### src/design/rswh_pkg.sv
// Package for the ray and square wall hit test.
// Holds widths, register indexes, wall codes, the CORDIC arc table and shared structs.
// No dependencies.
package rswh_pkg;

    localparam int ANGLE_BITS    = 16;
    localparam int POS_BITS      = 16;
    localparam int HALF_W        = 15;
    localparam int MASK_W        = 4;
    localparam int CFG_IDX_W     = 2;
    localparam int CORDIC_STAGES = 16;
    localparam int CS_W          = 18;
    localparam int Z_W           = 32;
    localparam int LOC_W         = POS_BITS + 1;
    localparam int HS_W          = HALF_W + 1;
    localparam int PROD_W        = LOC_W + CS_W;
    localparam int SUM_W         = PROD_W + 2;

    localparam logic signed [CS_W-1:0] CORDIC_START = CS_W'(9949);
    localparam logic signed [CS_W-1:0] EPS_Q14      = CS_W'(1);
    localparam logic signed [CS_W-1:0] NEG_EPS_Q14  = -CS_W'(1);

    localparam logic [CFG_IDX_W-1:0] REG_WALL_MASK = 2'd0;
    localparam logic [CFG_IDX_W-1:0] REG_ORIGIN_X  = 2'd1;
    localparam logic [CFG_IDX_W-1:0] REG_ORIGIN_Y  = 2'd2;
    localparam logic [CFG_IDX_W-1:0] REG_HALF_SIDE = 2'd3;

    localparam logic [MASK_W-1:0]          RESET_MASK     = 4'd14;
    localparam logic signed [POS_BITS-1:0] RESET_ORIGIN_X = POS_BITS'(1440);
    localparam logic signed [POS_BITS-1:0] RESET_ORIGIN_Y = POS_BITS'(1440);
    localparam logic [HALF_W-1:0]          RESET_HALF     = 15'd1344;

    localparam logic [2:0] WALL_TOP    = 3'd0;
    localparam logic [2:0] WALL_LEFT   = 3'd1;
    localparam logic [2:0] WALL_RIGHT  = 3'd2;
    localparam logic [2:0] WALL_BOTTOM = 3'd3;
    localparam logic [2:0] WALL_NONE   = 3'd4;

    typedef struct packed {
        logic [MASK_W-1:0]          wall_enable_mask;
        logic signed [POS_BITS-1:0] origin_x;
        logic signed [POS_BITS-1:0] origin_y;
        logic [HALF_W-1:0]          half_side;
    } cfg_t;

    typedef struct packed {
        logic                    valid;
        logic signed [LOC_W-1:0] lx;
        logic signed [LOC_W-1:0] ly;
        logic signed [CS_W-1:0]  c;
        logic signed [CS_W-1:0]  s;
    } loc_item_t;

    function automatic logic signed [Z_W-1:0] arc_angle(input int idx);
        logic signed [Z_W-1:0] a;
        case (idx)
            0:       a = 32'h20000000;
            1:       a = 32'h12E4051D;
            2:       a = 32'h09FB385B;
            3:       a = 32'h051111D4;
            4:       a = 32'h028B0D43;
            5:       a = 32'h0145D7E1;
            6:       a = 32'h00A2F61E;
            7:       a = 32'h00517C55;
            8:       a = 32'h0028BE53;
            9:       a = 32'h00145F2E;
            10:      a = 32'h000A2F98;
            11:      a = 32'h000517CC;
            12:      a = 32'h00028BE6;
            13:      a = 32'h000145F3;
            14:      a = 32'h0000A2F9;
            15:      a = 32'h0000517C;
            default: a = '0;
        endcase
        return a;
    endfunction

endpackage

### src/design/rswh_if.sv


interface rswh_result_if;
    logic       valid;
    logic       ready;
    logic       faces_wall;
    logic [2:0] hit_wall;

    modport source (output valid, output faces_wall, output hit_wall, input ready);
    modport sink (input valid, input faces_wall, input hit_wall, output ready);
endinterface


### src/design/rswh_wall.sv
// Wall test pipeline: products, difference, per-wall sums, bound compare and output register.
// Depends on rswh_pkg and rswh_if.
module rswh_wall
    import rswh_pkg::*;
(
    input  logic           clk,
    input  logic           rst_n,
    input  cfg_t           regs,
    input  loc_item_t      item,
    output logic           adv,
    rswh_result_if.source  result
);

    logic signed [HS_W-1:0]   hs;
    logic                     s1_vld_reg;
    logic                     s2_vld_reg;
    logic                     s3_vld_reg;
    logic                     out_vld_reg;
    logic [3:0]               s1_en_reg;
    logic [3:0]               s2_en_reg;
    logic [3:0]               s3_en_reg;
    logic [3:0]               en_next;
    logic signed [PROD_W-1:0] p1_reg;
    logic signed [PROD_W-1:0] p2_reg;
    logic signed [PROD_W-1:0] p3_reg;
    logic signed [PROD_W-1:0] p4_reg;
    logic signed [SUM_W-1:0]  d_reg;
    logic signed [SUM_W-1:0]  s2_p3_reg;
    logic signed [SUM_W-1:0]  s2_p4_reg;
    logic signed [SUM_W-1:0]  vt_reg;
    logic signed [SUM_W-1:0]  vl_reg;
    logic signed [SUM_W-1:0]  vr_reg;
    logic signed [SUM_W-1:0]  vb_reg;
    logic signed [SUM_W-1:0]  s3_p3_reg;
    logic signed [SUM_W-1:0]  s3_p4_reg;
    logic [3:0]               hit;
    logic                     faces_next;
    logic [2:0]               wall_next;
    logic                     faces_reg;
    logic [2:0]               wall_reg;

    assign hs  = {1'b0, regs.half_side};
    assign adv = !out_vld_reg || result.ready;

    assign en_next[0] = regs.wall_enable_mask[0] && (item.s > EPS_Q14);
    assign en_next[1] = regs.wall_enable_mask[1] && (item.c < NEG_EPS_Q14);
    assign en_next[2] = regs.wall_enable_mask[2] && (item.c > EPS_Q14);
    assign en_next[3] = regs.wall_enable_mask[3] && (item.s < NEG_EPS_Q14);

    assign hit[0] = s3_en_reg[0] && (vt_reg <= s3_p3_reg) && (vt_reg >= -s3_p3_reg);
    assign hit[1] = s3_en_reg[1] && (vl_reg <= -s3_p4_reg) && (vl_reg >= s3_p4_reg);
    assign hit[2] = s3_en_reg[2] && (vr_reg <= s3_p4_reg) && (vr_reg >= -s3_p4_reg);
    assign hit[3] = s3_en_reg[3] && (vb_reg <= -s3_p3_reg) && (vb_reg >= s3_p3_reg);

    always_comb
    begin
        faces_next = 1'b1;
        if (hit[0])
        begin
            wall_next = WALL_TOP;
        end
        else if (hit[1])
        begin
            wall_next = WALL_LEFT;
        end
        else if (hit[2])
        begin
            wall_next = WALL_RIGHT;
        end
        else if (hit[3])
        begin
            wall_next = WALL_BOTTOM;
        end
        else
        begin
            wall_next  = WALL_NONE;
            faces_next = 1'b0;
        end
    end

    always_ff @(posedge clk or negedge rst_n)
    begin
        if (!rst_n)
        begin
            s1_vld_reg  <= 1'b0;
            s2_vld_reg  <= 1'b0;
            s3_vld_reg  <= 1'b0;
            out_vld_reg <= 1'b0;
        end
        else if (adv)
        begin
            s1_vld_reg  <= item.valid;
            s2_vld_reg  <= s1_vld_reg;
            s3_vld_reg  <= s2_vld_reg;
            out_vld_reg <= s3_vld_reg;
        end
    end

    always_ff @(posedge clk)
    begin
        if (adv)
        begin
            p1_reg    <= item.lx * item.s;
            p2_reg    <= item.ly * item.c;
            p3_reg    <= hs * item.s;
            p4_reg    <= hs * item.c;
            s1_en_reg <= en_next;

            d_reg     <= SUM_W'(p1_reg) - SUM_W'(p2_reg);
            s2_p3_reg <= SUM_W'(p3_reg);
            s2_p4_reg <= SUM_W'(p4_reg);
            s2_en_reg <= s1_en_reg;

            vt_reg    <= d_reg + s2_p4_reg;
            vb_reg    <= d_reg - s2_p4_reg;
            vl_reg    <= d_reg + s2_p3_reg;
            vr_reg    <= d_reg - s2_p3_reg;
            s3_p3_reg <= s2_p3_reg;
            s3_p4_reg <= s2_p4_reg;
            s3_en_reg <= s2_en_reg;

            faces_reg <= faces_next;
            wall_reg  <= wall_next;
        end
    end

    assign result.valid      = out_vld_reg;
    assign result.faces_wall = faces_reg;
    assign result.hit_wall   = wall_reg;

endmodule
### src/flat_wrapper.sv
// flat-port wrapper written by rule: the top's interface ports become plain ports
module rswh_wall_flat import rswh_pkg::*;
  (clk, rst_n, regs, item, adv, result_valid, result_faces_wall, result_hit_wall, result_ready);
  rswh_result_if result_i ();
  input  logic clk;
  input  logic rst_n;
  input  cfg_t regs;
  input  loc_item_t item;
  output logic adv;
  output wire logic [$bits(result_i.valid)-1:0] result_valid;
  output wire logic [$bits(result_i.faces_wall)-1:0] result_faces_wall;
  output wire logic [$bits(result_i.hit_wall)-1:0] result_hit_wall;
  input wire logic [$bits(result_i.ready)-1:0] result_ready;
  assign result_valid = result_i.valid;
  assign result_faces_wall = result_i.faces_wall;
  assign result_hit_wall = result_i.hit_wall;
  assign result_i.ready = result_ready;
  rswh_wall u_core (.clk(clk), .rst_n(rst_n), .regs(regs), .item(item), .adv(adv), .result(result_i));
endmodule
### config.mk
export PLATFORM = sky130hd
export DESIGN_NAME = rswh_wall_flat
export DESIGN_NICKNAME = d
export VERILOG_FILES = /design/src/design/rswh_pkg.sv /design/src/design/rswh_if.sv /design/src/design/rswh_wall.sv /design/src/flat_wrapper.sv
export SDC_FILE = /design/constraint.sdc
export NUM_CORES = 2
export LEC_CHECK = 0
export BUFFER_PORTS_ARGS = -buffer_cell sky130_fd_sc_hd__buf_4
export CORE_MARGIN = 2
export CORE_UTILIZATION = 35
export CTS_BUF_LIST = sky130_fd_sc_hd__clkbuf_16
export CTS_CLUSTER_DIAMETER = 80
export DETAILED_ROUTE_END_ITERATION = 6
export MAX_ROUTING_LAYER = met4
export SETUP_SLACK_MARGIN = 0.4
export SYNTH_ARGS = -nofsm -noshare
export SYNTH_HDL_FRONTEND = slang
export SYNTH_SLANG_ARGS = --single-unit
### constraint.sdc
create_clock -name clk -period 21.5 [get_ports clk]
set_clock_uncertainty 0.1 [all_clocks]
set_input_delay 4.3 -clock clk [delete_from_list [all_inputs] [get_ports clk]]
set_output_delay 4.3 -clock clk [all_outputs]
set_load 0.03 [all_outputs]
# == Word-level counts from Yosys, hierarchy flattened ==
# Index checks and enable logic that the tools add are counted.
# Widths: inputs -> output; s select.
# totals
regBits,479
in_bits,125
word_cells,67
# classes
n_addsub,7
multipliers,4
magnitude_cmp,12
n_mux,4
reduce_logical,16
# ops
operator,n
$add 37x34->37,2
$ge 37x34->1,2
$ge 37x37->1,2
$le 37x34->1,2
$le 37x37->1,2
$neg 34->37,2
$sub 37x34->37,2
$mul 17x18->35,2
$mul 16x18->34,2
$gt 18x2->1 const B,2
$lt 18x1->1 const B,2
$sub 35x35->36,1
$logic_and 1x1->1,12
$mux 3,1
$reduce_or 3->1,1
$mux 1,2
$mux 2,1
$reduce_or 2->1,1
$logic_not 1->1,1
$logic_or 1x1->1,1

# == Longest topological paths before layout ==
# logic_depth
depth_word,7
depth_mapped,27
mapped_depth_nobuf,25

# == Worst setup path before layout ==
# OpenSTA, ideal clock, no wires.
# synth_path
kind,input -> output
from,in result_ready
to,out adv
arrival_ns,15.846
path_slack_ns,1.254
path_stages,1
cell_sequence,nand2b_1
# synth_between
elab_chain_cells,1
# synth_lines
element,line,text
from (decl),flat_wrapper.sv:13,input wire logic [$bits(result_i.ready)-1:0] result_ready;
$logic_or 1x1->1,rswh_wall.sv:43,assign adv = !out_vld_reg || result.ready;
to (decl),flat_wrapper.sv:9,output logic adv;
# Every way passes these cells.

# == Worst setup path in the final report ==
# layout_path
from,in item[7] (netlist bit)
to,"reg, netlist name u_core.p3_reg[33]"
# layout_between
elab_chain_cells,1
# layout_lines
element,line,text
from (decl),flat_wrapper.sv:8,input loc_item_t item;
$mul 16x18->34,rswh_wall.sv:105,p3_reg <= hs * item.s;
# Every way passes these cells.
# A chain may end at the register's enable or synchronous reset.

==> summary.txt <==
Floorplanning
  • Io pins: 131
  • Core Area: ~210000 um^2
  • # rows: 169
  • Height of the die: 466 um
  • Die Area: between 200000 and 250000 um^2
  • Initial Util: a little over a third
  • Chip Width: 466 um

Synth
  • Synthesized flop and latch total: ~480
  • Sequential-to-total area share from yosys stat: between 10% and 20%
  • Synth Instances: roughly 7.7k
  • Complex-gate fraction of the synthesized area: about 8.7%
  • Area leader, netlist: fa_1
  • Commonest cells in the netlist: inv_1, fa_1, ha_1
  • Library cells used by synthesis: 88
  • Avg Inst Size Synth: between 9 and 10 um^2
  • Synth Net Count: around 9.8k
  • Most common cell in the netlist: inv_1
  • Post-synth EDFFs: 472
  • Syn Std Cell Area: approximately 75000 um^2
  • Top FF cell, synth: edfxtp_1
  • Post-Synth XOR/XNOR Area: 4.15%
  • Synth area leaders: fa_1, edfxtp_1, ha_1
  • Ys async rst share: less than 1%
  • Synth Area in Simple Gates: 13.6%
  • Adder-cell share of the synthesized area: between 40 and 50%
  • Multiplexer share of the synthesized area: 0.127%
  • Largest family of logic cells by synthesized area: adder cells
  • YS warnings: 0
  • Top-area cell type share of the netlist area: about a third

Worst hold path
  • Worst hold path class: flip-flop to flip-flop
  • Hold path cells: 0

Route
  • Total Wirelength: about 200000 um
  • Antenna-violating nets left: 0
  • Vias: around 52k
  • Wire per inst: around 19 um
  • Number of remaining DRC errors: 0
  • Drt initial violations: around 3.0k
  • DR pass1 iterations: 5
  • Vias per cell: 5.01

STA
  • Slew headroom: between 10% and 20%
  • Final setup fails: 0
  • Maximum clock frequency: roughly 91 MHz
  • Final Max Tran Viols: 0
  • Total negative slack: 0 ns
  • Fin crit period: 11.00 ns
  • RSZ-0062 raised after global routing: false
  • Final Hold Viols: 0
  • Period utilisation layout: 51.2%
  • Tightest Pin Transition: roughly 1.3 ns

CTS
  • TritonCTS clock tree: yes
  • Cts hold-fix bufs: 0
  • Worst-Skew Late Latency: just over 0.7 ns
  • CTS Buffer Depth: 3
  • H-tree levels: 2
  • Clk slew on worst S/H paths: ~0.06 ns
  • Post-CTS Setup Bufs: 0
  • CTS root buf: clkbuf_16
  • Total CTS buffers: 58
  • Clk sinks: about 480
  • Post-CTS Resized: 0

Worst setup path
  • Worst path arrival time: 11.33 ns
  • Worst R2R Path Depth: 19
  • CP cell instances: buf_4, nand2_1, fa_1, inv_1, fa_1, inv_1, fa_1, inv_1, fa_1, fa_1, inv_1, fa_1, inv_1, ha_1, a21o_1, a211o_1, o32ai_1, nor3_1, o211ai_1, a21oi_1, o31ai_1, o21ai_0, a21oi_1, xnor2_1
  • Critical Path End Type: flip-flop
  • Critical Path RT: ~22 ns
  • CP most frequent cell: fa_1
  • Reg2Reg Setup Slack: about 15 ns
  • Top cell family by delay on the critical path: adder cells
  • Worst path bufs/invs: 6
  • Crit-path max FO: 34
  • Worst setup SP type: input pin
  • Critical Path Stages: 24
  • Slowest stage cell, crit path: fa_1
  • CP Class: input pin to flip-flop
  • Slowest stage delay, CP: roughly 0.57 ns

Placement
  • Final GP Congestion: between 0.9 and 1
  • DPL Wire Length: between 150000 and 200000 um
  • IO Port Bufs: 98

Global routing
  • GRT Util Overall: between 10% and 20%
  • Grt ovf: 0
  • Initial antenna violation count: 5
  • Global-route wire length before repair: about 310000 um
  • Largest net degree at the start of global routing: around 170
  • Vias in the first global route: 56.5k

Cells and area
  • Layout cell share with drive strength beyond 1: under 10%
  • Final nets: slightly below 10k
  • Fillers: ~21k
  • Area Growth Syn to Fin: 7.19%
  • End-of-flow core utilization: ~38%

Job
  • Max cap viols: 0

Run status
  • Status: completed
==> layout make-up <==
type                    count  area (um^2)  area share (%)
repair buffers            107          816            1.02
inverters                1552         5830            7.28
multi-input cells        5350        53600            66.9
flip-flops and latches    476        14300            17.8
diodes                      2         5.00         0.00625
well taps                2821         3530            4.41
clock inverters            49          606           0.756
clock buffers              58         1450            1.81
==> path summary, 6_finish.rpt <==
check,startpoint,end
min,u_core.s1_en_reg[2]$_DFFE_PP_,u_core.s2_en_reg[2]$_DFFE_PP_
max in group asynchronous,rst_n,u_core.result.valid$_DFFE_PN0P_
min in group asynchronous,rst_n,u_core.s2_vld_reg$_DFFE_PN0P_
max,item[7],u_core.p3_reg[33]$_DFFE_PP_
max reg2reg,u_core.s3_p4_reg[2]$_DFFE_PP_,u_core.result.hit_wall[0]$_SDFFCE_PP0P_
min reg2reg,u_core.s1_en_reg[2]$_DFFE_PP_,u_core.s2_en_reg[2]$_DFFE_PP_
==> cell usage in the layout (no fill, tap or decap), types with 12 or more instances in the layout <==
master / synthesis / layout
inv_1: 1551 / 1557
fa_1: 1171 / 1171
ha_1: 817 / 817
nand2_1: 678 / 678
and2_1: 577 / 577
edfxtp_1: 472 / 472
xnor2_1: 301 / 301
a21oi_1: 299 / 299
nor2_1: 255 / 255
a21o_1: 209 / 209
o21ai_0: 139 / 139
buf_4: 0 / 106
nand4_1: 88 / 88
nor3_1: 79 / 79
nand3_1: 75 / 75
nand2b_1: 72 / 71
clkbuf_16: 0 / 58
o21a_1: 57 / 57
xor2_1: 53 / 53
o21bai_1: 51 / 51
nor2b_1: 46 / 46
nor4_1: 40 / 40
a31oi_1: 26 / 26
and3_1: 25 / 25
a211oi_1: 25 / 25
o211ai_1: 23 / 23
o31ai_1: 21 / 21
or3_1: 20 / 20
o2111ai_1: 12 / 12
==> per-layer routing <==
| metal | vias up | track usage (%) | share of wire, % |
|---|---|---|---|
| met5 | - | - | 0 |
| met4 | 0 | 6.33 | 3.9 |
| met3 | 284 | 1.52 | 3.7 |
| met2 | 1083 | 31.3 | 48 |
| met1 | 26600 | 24.4 | 45 |
| li1 | 24200 | - | - |
==> cell families after synthesis <==
family	Yosys count
AO/OA/AOI/OAI	987
XOR/XNOR	354
adder cells (fa/ha/maj)	1988
buffers and inverters	1828
flip-flops	476
multiplexers	9
AND/OR/NAND/NOR	2012
==> through the flow <==
step	hold WS [ns]	instances	instance area [um^2]	setup WS [ns]
3_5_place_dp	0.305	10300	78000	9.87
6_report	0.313	10400	80100	10.50
5_1_grt	0.319	10400	80100	10.16
3_3_place_gp	0.301	10300	78000	9.91
4_1_cts	0.312	10400	80100	10.56
2_1_floorplan	0.300	7654	74700	1.25
Power is not shown: default switching activity piles up to over one toggle a cycle in this logic, so the estimate is an artifact.
